File: src/design/assert_macros.svh
// Shared assertion macros for the design folder.
// Each macro expects i_clk and i_rst_n in scope.
`ifndef ASSERT_MACROS_SVH
`define ASSERT_MACROS_SVH

// Same-cycle implication.
`define ASSERT_IMPLIES(label, ante, cons) \
    label: assert property (@(posedge i_clk) disable iff (!i_rst_n) (ante) |-> (cons)) \
        else $error("assertion failed");

// Next-cycle implication.
`define ASSERT_NEXT(label, ante, cons) \
    label: assert property (@(posedge i_clk) disable iff (!i_rst_n) (ante) |=> (cons)) \
        else $error("assertion failed");

`endif

File: src/design/fib_pkg.sv
package fib_pkg;

    localparam int OFFSET_BITS   = 40;
    localparam int LINE_BITS     = 31;
    localparam int NAME_LEN_BITS = 16;

    // Width for adding a line count to the running total without overflow.
    localparam int SUM_BITS = ((OFFSET_BITS > LINE_BITS) ? OFFSET_BITS : LINE_BITS) + 1;
    // Width for comparing a name span with the name length limit.
    localparam int SPAN_BITS = (OFFSET_BITS > NAME_LEN_BITS) ? OFFSET_BITS : NAME_LEN_BITS;

    localparam logic [OFFSET_BITS-1:0]   OFF_MAX  = {OFFSET_BITS{1'b1}};
    localparam logic [LINE_BITS-1:0]     LINE_MAX = {LINE_BITS{1'b1}};
    localparam logic [NAME_LEN_BITS-1:0] NAME_MAX = {NAME_LEN_BITS{1'b1}};

    localparam logic [7:0] CH_GT  = 8'h3E;
    localparam logic [7:0] CH_SP  = 8'h20;
    localparam logic [7:0] CH_TAB = 8'h09;
    localparam logic [7:0] CH_LF  = 8'h0A;
    localparam logic [7:0] CH_CR  = 8'h0D;

    typedef struct packed {
        logic [7:0] data_byte;
        logic       end_of_stream;
    } t_in_item;

    typedef struct packed {
        logic [OFFSET_BITS-1:0]   name_offset;
        logic [NAME_LEN_BITS-1:0] name_length;
        logic [OFFSET_BITS-1:0]   sequence_length;
        logic                     has_sequence;
        logic [OFFSET_BITS-1:0]   sequence_offset;
        logic [LINE_BITS-1:0]     line_bases;
        logic [LINE_BITS-1:0]     line_width;
    } t_out_item;

endpackage

File: src/design/fasta_index_builder.sv
// Channel | Direction | Handshake               | Payload
// in      | into      | i_in_valid / o_in_stall | i_in_data  (t_in_item: byte, end mark)
// out     | out of    | o_out_valid / i_out_stall | o_out_data (t_out_item: index record)
//
// One byte is taken per cycle while o_in_stall is low; each byte is registered in the input
// register; its record, if any, is registered in the output register as the byte advances.
// The combinational scan update sustains one byte per cycle unless a record is stalled.
// Reset (synchronous, active low) clears the scan state and both valid flags.
// A stalled record holds the output register; bytes that produce no record keep
// flowing, and a record-producing byte waits in the input register until the slot frees.
`include "assert_macros.svh"

module fasta_index_builder
    import fib_pkg::*;
(
    input  logic      i_clk,
    input  logic      i_rst_n,
    input  logic      i_in_valid,
    output logic      o_in_stall,
    input  t_in_item  i_in_data,
    output logic      o_out_valid,
    input  logic      i_out_stall,
    output t_out_item o_out_data
);

    // Input register.
    logic     r_in_valid;
    t_in_item r_in;

    // Output register.
    logic      r_out_valid;
    t_out_item r_out;

    // Stream position and current line.
    logic [OFFSET_BITS-1:0] r_byte_pos,  n_byte_pos;
    logic                   r_line_start, n_line_start;
    logic                   r_line_hdr,  n_line_hdr;
    logic [OFFSET_BITS-1:0] r_line_pos,  n_line_pos;
    logic [LINE_BITS-1:0]   r_line_bases, n_line_bases;
    logic [LINE_BITS-1:0]   r_line_bytes, n_line_bytes;

    // Open record.
    logic                   r_rec_open,   n_rec_open;
    logic                   r_name_begun, n_name_begun;
    logic                   r_name_closed, n_name_closed;
    logic                   r_name_cut,   n_name_cut;
    logic [OFFSET_BITS-1:0] r_name_start, n_name_start;
    logic [OFFSET_BITS-1:0] r_name_last,  n_name_last;
    logic [OFFSET_BITS-1:0] r_name_space, n_name_space;
    logic [OFFSET_BITS-1:0] r_total,      n_total;
    logic                   r_fl_seen,    n_fl_seen;
    logic [OFFSET_BITS-1:0] r_fl_offset,  n_fl_offset;
    logic [LINE_BITS-1:0]   r_fl_bases,   n_fl_bases;
    logic [LINE_BITS-1:0]   r_fl_width,   n_fl_width;

    logic      emit_open;
    logic      emit_eos;
    logic      emit;
    logic      advance;
    logic      in_xfer;
    t_out_item n_out;

    logic [7:0]             cur_byte;
    logic                   cur_eos;
    logic                   is_lf;
    logic                   opening;
    logic [SUM_BITS-1:0]    sum;
    logic                   src_cut;
    logic [OFFSET_BITS-1:0] src_start;
    logic [OFFSET_BITS-1:0] src_last;
    logic [OFFSET_BITS-1:0] src_space;
    logic [OFFSET_BITS-1:0] name_end;
    logic [SPAN_BITS-1:0]   name_span;

    function automatic logic f_blank(input logic [7:0] b);
        return (b == CH_SP) || (b == CH_TAB) || (b == CH_CR) || (b == CH_LF);
    endfunction

    // Space, tab, LF, VT, FF and CR are not bases.
    function automatic logic f_space(input logic [7:0] b);
        return (b == CH_SP) || ((b >= CH_TAB) && (b <= CH_CR));
    endfunction

    assign cur_byte = r_in.data_byte;
    assign cur_eos  = r_in.end_of_stream;
    assign is_lf    = (cur_byte == CH_LF);

    // Scan update for the byte in the input register.
    always_comb begin
        n_byte_pos    = r_byte_pos;
        n_line_start  = r_line_start;
        n_line_hdr    = r_line_hdr;
        n_line_pos    = r_line_pos;
        n_line_bases  = r_line_bases;
        n_line_bytes  = r_line_bytes;
        n_rec_open    = r_rec_open;
        n_name_begun  = r_name_begun;
        n_name_closed = r_name_closed;
        n_name_cut    = r_name_cut;
        n_name_start  = r_name_start;
        n_name_last   = r_name_last;
        n_name_space  = r_name_space;
        n_total       = r_total;
        n_fl_seen     = r_fl_seen;
        n_fl_offset   = r_fl_offset;
        n_fl_bases    = r_fl_bases;
        n_fl_width    = r_fl_width;
        opening       = 1'b0;
        emit_open     = 1'b0;
        sum           = '0;

        // Open a new line; a header closes out the previous record.
        if (r_line_start) begin
            n_line_start = 1'b0;
            n_line_hdr   = (cur_byte == CH_GT);
            n_line_pos   = r_byte_pos;
            n_line_bases = '0;
            n_line_bytes = '0;
            if (n_line_hdr) begin
                opening       = 1'b1;
                emit_open     = r_rec_open;
                n_rec_open    = 1'b0;
                n_name_begun  = 1'b0;
                n_name_closed = 1'b0;
                n_name_cut    = 1'b0;
                n_name_start  = '0;
                n_name_last   = '0;
                n_name_space  = '0;
                n_total       = '0;
                n_fl_seen     = 1'b0;
                n_fl_offset   = '0;
                n_fl_bases    = '0;
                n_fl_width    = '0;
            end
        end

        if (n_line_hdr) begin
            // Track the name span on the header line.
            if (!opening && !is_lf) begin
                if (!n_name_begun) begin
                    if (!f_blank(cur_byte)) begin
                        n_name_begun = 1'b1;
                        n_name_start = r_byte_pos;
                        n_name_last  = r_byte_pos;
                    end
                end else if (!n_name_closed) begin
                    if (cur_byte == CH_SP) begin
                        n_name_closed = 1'b1;
                        n_name_space  = r_byte_pos;
                    end else if (!f_blank(cur_byte)) begin
                        n_name_last = r_byte_pos;
                    end
                end else if (!f_blank(cur_byte)) begin
                    n_name_cut = 1'b1;
                end
            end
        end else begin
            if (n_line_bytes != LINE_MAX) begin
                n_line_bytes = n_line_bytes + 1'b1;
            end
            if (!f_space(cur_byte) && (n_line_bases != LINE_MAX)) begin
                n_line_bases = n_line_bases + 1'b1;
            end
        end

        // Close the line.
        if (is_lf || cur_eos) begin
            if (n_line_hdr) begin
                n_rec_open = n_name_begun;
            end else if (n_rec_open && (n_line_bases != '0)) begin
                sum = SUM_BITS'(n_total) + SUM_BITS'(n_line_bases);
                n_total = (sum > SUM_BITS'(OFF_MAX)) ? OFF_MAX : sum[OFFSET_BITS-1:0];
                if (!n_fl_seen) begin
                    n_fl_seen   = 1'b1;
                    n_fl_offset = n_line_pos;
                    n_fl_bases  = n_line_bases;
                    n_fl_width  = is_lf ? n_line_bytes : n_line_bases;
                end
            end
            n_line_start = 1'b1;
        end

        if (r_byte_pos != OFF_MAX) begin
            n_byte_pos = r_byte_pos + 1'b1;
        end

        emit_eos = cur_eos && n_rec_open;

        // A header emits the record as it stood; stream end emits it as updated.
        src_cut   = emit_open ? r_name_cut   : n_name_cut;
        src_start = emit_open ? r_name_start : n_name_start;
        src_last  = emit_open ? r_name_last  : n_name_last;
        src_space = emit_open ? r_name_space : n_name_space;

        name_end = src_last;
        if (src_cut && (src_space != '0)) begin
            name_end = src_space - 1'b1;
        end
        if (name_end < src_start) begin
            name_end = src_start;
        end
        name_span = SPAN_BITS'(name_end - src_start);

        n_out.name_offset = src_start;
        n_out.name_length = (name_span >= SPAN_BITS'(NAME_MAX)) ? NAME_MAX
                          : NAME_LEN_BITS'(name_span + 1'b1);
        if (emit_open) begin
            n_out.sequence_length = r_total;
            n_out.has_sequence    = r_fl_seen;
            n_out.sequence_offset = r_fl_offset;
            n_out.line_bases      = r_fl_bases;
            n_out.line_width      = r_fl_width;
        end else begin
            n_out.sequence_length = n_total;
            n_out.has_sequence    = n_fl_seen;
            n_out.sequence_offset = n_fl_offset;
            n_out.line_bases      = n_fl_bases;
            n_out.line_width      = n_fl_width;
        end

        // Stream end: return everything to its reset state.
        if (cur_eos) begin
            n_byte_pos    = '0;
            n_line_start  = 1'b1;
            n_line_hdr    = 1'b0;
            n_line_pos    = '0;
            n_line_bases  = '0;
            n_line_bytes  = '0;
            n_rec_open    = 1'b0;
            n_name_begun  = 1'b0;
            n_name_closed = 1'b0;
            n_name_cut    = 1'b0;
            n_name_start  = '0;
            n_name_last   = '0;
            n_name_space  = '0;
            n_total       = '0;
            n_fl_seen     = 1'b0;
            n_fl_offset   = '0;
            n_fl_bases    = '0;
            n_fl_width    = '0;
        end
    end

    assign emit = emit_open || emit_eos;

    // Advance the byte unless it carries a record and the output slot stays full.
    assign advance    = r_in_valid && (!emit || !r_out_valid || !i_out_stall);
    assign o_in_stall = r_in_valid && !advance;
    assign in_xfer    = i_in_valid && !o_in_stall;

    always_ff @(posedge i_clk) begin
        if (!i_rst_n) begin
            r_in_valid    <= 1'b0;
            r_out_valid   <= 1'b0;
            r_byte_pos    <= '0;
            r_line_start  <= 1'b1;
            r_line_hdr    <= 1'b0;
            r_line_pos    <= '0;
            r_line_bases  <= '0;
            r_line_bytes  <= '0;
            r_rec_open    <= 1'b0;
            r_name_begun  <= 1'b0;
            r_name_closed <= 1'b0;
            r_name_cut    <= 1'b0;
            r_name_start  <= '0;
            r_name_last   <= '0;
            r_name_space  <= '0;
            r_total       <= '0;
            r_fl_seen     <= 1'b0;
            r_fl_offset   <= '0;
            r_fl_bases    <= '0;
            r_fl_width    <= '0;
        end else begin
            if (in_xfer) begin
                r_in_valid <= 1'b1;
            end else if (advance) begin
                r_in_valid <= 1'b0;
            end

            if (advance && emit) begin
                r_out_valid <= 1'b1;
            end else if (!i_out_stall) begin
                r_out_valid <= 1'b0;
            end

            if (advance) begin
                r_byte_pos    <= n_byte_pos;
                r_line_start  <= n_line_start;
                r_line_hdr    <= n_line_hdr;
                r_line_pos    <= n_line_pos;
                r_line_bases  <= n_line_bases;
                r_line_bytes  <= n_line_bytes;
                r_rec_open    <= n_rec_open;
                r_name_begun  <= n_name_begun;
                r_name_closed <= n_name_closed;
                r_name_cut    <= n_name_cut;
                r_name_start  <= n_name_start;
                r_name_last   <= n_name_last;
                r_name_space  <= n_name_space;
                r_total       <= n_total;
                r_fl_seen     <= n_fl_seen;
                r_fl_offset   <= n_fl_offset;
                r_fl_bases    <= n_fl_bases;
                r_fl_width    <= n_fl_width;
            end
        end
    end

    // Payload registers: load on transfer, hold otherwise.
    always_ff @(posedge i_clk) begin
        if (in_xfer) begin
            r_in <= i_in_data;
        end
        if (advance && emit) begin
            r_out <= n_out;
        end
    end

    assign o_out_valid = r_out_valid;
    assign o_out_data  = r_out;

    `ASSERT_IMPLIES(a_closed_needs_begun, r_name_closed, r_name_begun)
    `ASSERT_IMPLIES(a_first_line_in_record, r_fl_seen, r_rec_open)
    `ASSERT_NEXT(a_eos_resets, advance && cur_eos,
        (r_byte_pos == '0) && r_line_start && !r_rec_open)
    `ASSERT_IMPLIES(a_result_from_byte, $rose(r_out_valid), $past(advance && emit))

endmodule

File: config.mk
export PLATFORM = sky130hd
export DESIGN_NAME = fasta_index_builder
export DESIGN_NICKNAME = d
export VERILOG_FILES = /design/src/design/fib_pkg.sv /design/src/design/fasta_index_builder.sv
export VERILOG_INCLUDE_DIRS = /design/src /design/src/design
export SDC_FILE = /design/constraint.sdc
export NUM_CORES = 2
export LEC_CHECK = 0
export BUFFER_PORTS_ARGS = -buffer_cell sky130_fd_sc_hd__buf_2
export CAP_MARGIN = 0
export CELL_PAD_IN_SITES_DETAIL_PLACEMENT = 1
export CELL_PAD_IN_SITES_GLOBAL_PLACEMENT = 1
export CORE_ASPECT_RATIO = 1.2
export CORE_UTILIZATION = 51
export DETAILED_ROUTE_END_ITERATION = 16
export PLACE_DENSITY = 0.91
export SLEW_MARGIN = 10
export SYNTH_ARGS = -nofsm -noshare
export SYNTH_HDL_FRONTEND = slang
export SYNTH_SLANG_ARGS = --single-unit
File: constraint.sdc
create_clock -name i_clk -period 25.1 [get_ports i_clk]
set_input_delay 1.255 -clock i_clk [delete_from_list [all_inputs] [get_ports i_clk]]
set_output_delay 1.255 -clock i_clk [all_outputs]
set_load 0.01 [all_outputs]
## Word-level counts from Yosys, hierarchy flattened

Index checks and enable logic that the tools add are counted.

- Add/sub/neg operators: 7
- $lt $le $gt $ge: 5
- Equality and inequality tests: 9
- Muxes and demuxes: 118
- Reductions and logical operators: 31

Operators with widths:

| operator | count |
|---|---|
| 40-bit two-way mux | 47 |
| 31-bit two-way mux | 23 |
| 143-bit two-way mux | 1 |
| 31-bit by 1-bit adder with 31-bit output (second input constant) | 2 |
| 31-bit != test (second input constant) | 2 |
| 1-bit two-way mux | 47 |
| 40-bit by 31-bit adder with 41-bit output | 1 |
| 41-bit by 40-bit > comparator with 1-bit output (second input constant) | 1 |
| 40-bit by 1-bit adder with 40-bit output (second input constant) | 1 |
| 40-bit by 16-bit >= comparator with 1-bit output (second input constant) | 1 |
| 40-bit less-than comparator | 1 |
| 40-bit != test (second input constant) | 1 |
| 40-bit nonzero test | 1 |
| 40-bit by 1-bit subtractor with 40-bit output (second input constant) | 1 |
| 40-bit subtractor | 1 |
| 31-bit nonzero test | 1 |
| 8-bit by 4-bit == test with 1-bit output (second input constant) | 3 |
| 16-bit by 1-bit adder with 16-bit output (second input constant) | 1 |
| 8-bit by 6-bit == test with 1-bit output (second input constant) | 2 |
| 1-bit logical AND | 10 |
| 8-bit by 4-bit >= comparator with 1-bit output (second input constant) | 1 |
| 8-bit by 4-bit less-or-equal comparator with 1-bit output (second input constant) | 1 |
| 1-bit zero test | 8 |
| 1-bit logical OR | 8 |
| other kinds (3) | 4 |

- Flip-flop bits (word level): 621
- Input port bits: 13
- Output and inout bits: 201
- Word-level logic and storage cells: 199

## Depth between registers and ports, before layout

- Depth after elaboration: 21
- Depth in mapped cells: 48

## Worst setup path before layout

No wires, ideal clock.

- Path type: register to register
- Start point: register r_in, in the netlist cur_byte[0]
- End point: register r_out, in the netlist o_out_data[0], enable pin
- Arrival time: 10.807 ns
- Required time: 24.338 ns
- Setup slack: 13.530 ns
- Cell stages (with the launch flop): 11
- Clock period less this slack: 11.570 ns
- Cells stage by stage: edfxtp_1 -> or4b_2 -> a21oi_1 -> or2_2 -> clkbuf_1 -> nand2_1 -> a31oi_1 -> o21ai_1 -> clkbuf_1 -> clkbuf_1 -> nor2_1

- Cells in the longest elaborated chain, start to end: 17
- Elaborated cells on any way between the ends: 34

Ends and longest elaborated chain:

| element | RTL line | text |
|---|---|---|
| from (decl) | fasta_index_builder.sv:28 | `t_in_item r_in;` |
| from (signal assigned) | fasta_index_builder.sv:312 | `r_in <= i_in_data;` |
| 8-bit by 6-bit == test with 1-bit output or 8-bit by 4-bit == test with 1-bit output (tied branches) | fasta_index_builder.sv:76 | `return (b == CH_SP) \|\| (b == CH_TAB) \|\| (b == CH_CR) \|\| (b == CH_LF);` |
| 1-bit logical OR (3 in series) | fasta_index_builder.sv:76 |  |
| 1-bit two-way mux | fasta_index_builder.sv:141 | `if (!f_blank(cur_byte)) begin` |
| 1-bit two-way mux | fasta_index_builder.sv:140 | `if (!n_name_begun) begin` |
| 1-bit two-way mux | fasta_index_builder.sv:139 | `if (!opening && !is_lf) begin` |
| 1-bit two-way mux | fasta_index_builder.sv:137 | `if (n_line_hdr) begin` |
| 1-bit two-way mux | fasta_index_builder.sv:168 | `if (n_line_hdr) begin` |
| 1-bit two-way mux | fasta_index_builder.sv:167 | `if (is_lf \|\| cur_eos) begin` |
| 1-bit logical AND | fasta_index_builder.sv:187 | `emit_eos = cur_eos && n_rec_open;` |
| 1-bit logical OR * | fasta_index_builder.sv:244 | `assign emit = emit_open \|\| emit_eos;` |
| 1-bit zero test | fasta_index_builder.sv:247 | `assign advance = r_in_valid && (!emit \|\| !r_out_valid \|\| !i_out_stall);` |
| 1-bit logical OR (2 in series) | fasta_index_builder.sv:247 |  |
| 1-bit logical AND | fasta_index_builder.sv:247 |  |
| 1-bit logical AND * | fasta_index_builder.sv:314 | `if (advance && emit) begin` |
| to (signal assigned) | fasta_index_builder.sv:315 | `r_out <= n_out;` |
| to (decl) | fasta_index_builder.sv:32 | `t_out_item r_out;` |

Every way passes the cells marked *; elsewhere a longest branch is shown, timed or not.
A chain may end at the register's enable or synchronous reset.

## Worst setup path in the final report

- Start point: register r_in, in the netlist cur_byte[0]
- End point: register r_out, in the netlist o_out_data[151], data pin

- Cells in the longest elaborated chain, start to end: 16
- Elaborated cells on any way between the ends: 61

Ends and longest elaborated chain:

| element | RTL line | text |
|---|---|---|
| parallel branches: the longest is 14 deep, another holds 40-bit by 1-bit subtractor with 40-bit output | -- |  |
| 40-bit subtractor * | fasta_index_builder.sv:202 | `name_span = SPAN_BITS'(name_end - src_start);` |
| 40-bit by 16-bit >= comparator with 1-bit output or 16-bit by 1-bit adder with 16-bit output (tied branches) | fasta_index_builder.sv:205, fasta_index_builder.sv:206 |  |

Mark *: on every way between the ends.

==> metrics.md <==
| Metric | Value |
|---|---|
| H-Tree Depth | `3` |
| Layout area overhead | `11.7%` |
| Top Usage Layer GRT | `met2` |
| Synth warn | `0` |
| CP startpoint kind | `register` |
| Hold Path End | `r_fl_offset[15]` |
| Hold path start | `r_fl_offset[15]` |
| Syn nets | `4093` |
| Post-CTS Setup Inserts | `0` |
| Clk sinks | `621` |
| Max incr delay on CP | `0.96 ns` |
| Clk Latency, worst-skew pair | `0.64 ns` |
| I/O Pins | `214` |
| Crit path DAT | `13.32 ns` |
| GP Congestion | `0.976` |
| RSZ-0062 raised after global routing | `no` |
| Pre-Repair DR Iteration Count | `6` |
| CTS tree | `yes` |
| PD cells | `54.6 nW/µm²` |
| Most used cell, CP | `a21oi_1` |
| Dpl cells | `4869` |
| DRC errors left | `0` |
| Setup Crit Path Kind | `reg -> reg` |
| Nets | `4166` |
| Hold Path Class | `reg -> reg` |
| Vias in the first global route | `33400` |
| TNS Setup | `0 ns` |
| Ant diodes | `0` |
| Largest family of logic cells by synthesized area | `simple AND/OR/NAND/NOR gates` |
| Fin crit share | `51.5%` |
| Initial core utilization | `51.5%` |
| CTS Root Buffer Type | `clkbuf_16` |
| Final Non-Filler Cells | `4993` |
| Fin. max-slew vios | `0` |
| Routed Wire Length | `124000 µm` |
| Via count | `32200` |
| Slowest-stage cell, CP | `a2111oi_0` |
| Leak | `15.6 nW` |
| Tmin final | `12.93 ns` |
| CTS buffer count | `67` |
| Grt met1 use | `40.4%` |
| Post-synth EDFFs | `208` |
| R2R Path Start | `cur_byte[0]` |
| Largest net degree at the start of global routing | `107` |
| Fmax | `77.3 MHz` |
| Compound-Gate Fraction of Synth Area | `19.9%` |
| WL per Instance | `24.9 µm` |
| CP Capture Type | `register` |
| Synth unique cells | `85` |
| Reg2reg end | `o_out_data[151]` |
| Clock buffer depth | `3` |
| Gr usage total | `35.6%` |
| Clock-pin slew on the worst setup and hold paths | `0.06 ns` |
| Reg2Reg Depth | `41` |
| Post-Synth Adder-Cell Area | `4.24%` |
| WHS Path Cells | `2` |
| Hold Slack | `0.457 ns` |
| Die extent in y | `287 µm` |
| Cell count after synthesis | `3964` |
| Final Hold Viols | `0` |
| Core Area | `67100 µm²` |
| Final Util | `57.6%` |
| Total grt overflow | `0` |
| Main flop type after synthesis | `dfxtp_1` |
| Hold_buf cts | `0` |
| Initial DRC Count | `2892` |
| Share of cells above drive strength 1 | `11.9%` |
| Via density | `6.46` |
| Max-cap viol count | `0` |
| Synth Area in XOR/XNOR | `4.76%` |
| Reg2Reg Setup Slack | `12.17 ns` |
| Flops & latches, synth | `621` |
| Req. time, crit path | `25.49 ns` |
| Outcome | `finished clean` |
| Full die area | `68900 µm²` |
| CP max FO | `60` |
| Number of antenna violations at the first check in global routing | `0` |
| Post-DRT Antenna Nets | `0` |
| Buffers on Ports | `213` |
| Post-synthesis mux area share | `2.55%` |
| Final Power | `2.11 mW` |
| VDD IR max | `0.0000452 V` |
| Die Width | `240 µm` |
| Final Setup Violations | `0` |
| First-pass GRT wire length | `191000 µm` |
| Slew HR | `15.8%` |
| GR met3 Demand/Resource | `5.49%` |
| Cell Area, Synth | `34600 µm²` |
| Grt met2 use | `61.9%` |
| Worst slew pin tran | `1.26 ns` |
| Syn avg cell area | `8.73 µm²` |
| Clock skew | `0.0360 ns` |
| Cell Rows | `104` |
| Simple-gate share of the synthesized area | `22.4%` |
| Async set-reset flop share out of synthesis | `0%` |
| CTS resizes | `0` |
| DPL Wire Length | `83800 µm` |
| Sequential share of the synthesized area | `41.9%` |
==> metal layers <==
layer  wire length [µm]  part of all wire, %
met5                  0                    0
met4               8170                  6.6
met2              61500                   50
met1              46300                   37
met3               8140                  6.6
==> layout by cell type, fill, tap and decap left out, types with 18 or more instances in the layout <==
cell	count
nand2_1	435
dfxtp_1	412
o21ai_0	294
nor2b_1	257
a22oi_1	224
a21oi_1	214
buf_2	212
nor2_1	210
edfxtp_1	208
nand3_1	182
ha_1	114
xnor2_1	103
xor2_1	85
inv_1	84
buf_4	80
a22o_1	78
and3_1	74
clkbuf_16	68
nor3_1	59
a21o_1	57
and2_1	55
mux2i_1	51
nand4_1	50
a31oi_1	41
mux2_2	33
nor4_1	28
o21a_1	24
nand2b_1	22
or3_1	22
clkbuf_1	19
or4_1	18
o211ai_1	18
o31ai_1	18
==> power breakdown <==
group	switching [mW]	internal (mW)	leakage (nW)
Clock	0.443	0.574	1.08
Combinational	0.0431	0.0144	8.83
Sequential	0.00273	1.03	5.70
==> flip-flops by register name, summed over array words and instances (netlist names), 8 cells and up <==
name / cells
cur_byte: 8
o_out_data: 199
r_byte_pos: 40
r_fl_bases: 31
r_fl_offset: 40
r_fl_width: 31
r_line_bases: 31
r_line_bytes: 31
r_line_pos: 40
r_name_last: 40
r_name_space: 40
r_name_start: 40
r_total: 40
==> critical path, delay by kind of cell (launching register included) <==
| kind | cells | cell delay (ns) |
|---|---|---|
| compound gates | 22 | 5.00 |
| simple gates | 11 | 4.59 |
| buf+inv | 3 | 1.10 |
| fa+ha+maj | 3 | 1.00 |
| flops | 1 | 0.48 |
| mux | 1 | 0.34 |
| xor+xnor | 1 | 0.12 |
==> worst max path at each step <==
stage | start | to | slack, ns | depth (start not counted)
after global placement | cur_byte[0] | o_out_data[151] | 12.85 | 41
after detailed placement | cur_byte[0] | o_out_data[151] | 12.45 | 41
after CTS | cur_byte[0] | o_out_data[151] | 12.35 | 41
after floorplan | cur_byte[0] | o_out_data[0] | 13.53 | 10
final | cur_byte[0] | o_out_data[151] | 12.17 | 41
after global routing | cur_byte[0] | o_out_data[151] | 11.36 | 42
==> cells in the mapped netlist (5+ instances only) <==
cell	count	area, µm²
nor2b_1	257	1610
nor4b_1	6	52.6
nand3b_1	12	90.1
mux2i_1	51	510
nor3_1	61	305
o2111ai_1	7	61.3
nor2_1	217	815
edfxtp_1	208	6250
a31oi_1	42	263
o21ai_0	295	1480
and3_1	74	463
nand4_1	50	313
o21ai_1	7	35.0
buf_1	13	48.8
mux2_2	33	372
o21a_1	24	180
a211oi_1	11	82.6
a22oi_1	224	1680
o21bai_1	8	60.1
dfxtp_1	413	8270
inv_1	84	315
o31ai_1	18	135
clkbuf_1	244	916
o211ai_1	18	135
xor2_1	85	744
and2_1	55	344
xnor2_1	103	902
nand3_1	183	916
nand2b_1	22	138
a22o_1	78	683
or3_1	22	138
nor3b_1	8	60.1
nand4b_1	5	43.8
a21oi_1	215	1080
a21boi_0	14	105
nor4_1	29	181
buf_2	29	145
o22ai_1	5	31.3
or2_2	16	100
or4_1	18	135
a21o_1	57	428
nand2_1	437	1640
and4_1	16	140
ha_1	114	1430
==> stage by stage <==
stage / cell area (µm²) / setup slack (ns)
global route: 38600 / 11.36
CTS: 38600 / 12.35
global placement: 36400 / 12.85
finish: 38600 / 12.17
floorplan: 34600 / 13.53
detailed placement: 36400 / 12.45
==> logic make-up after synthesis <==
logic type / count (synthesis)
flip-flops: 621
buffers and inverters: 373
adder cells (fa/ha/maj): 116
AO/OA/AOI/OAI: 1072
XOR/XNOR: 188
multiplexers: 84
AND/OR/NAND/NOR: 1510
==> area by class of cell <==
type	count	area, µm²
Clock inverter	29	345
Tap cell	901	1130
Inverter	84	315
Clock buffer	95	1880
Timing Repair Buffer	293	1670
Fill cell	7894	28500
Multi-Input combinational cell	2970	18800
Sequential cell	621	14500
Note: power is estimated with default switching activity, not from simulation.
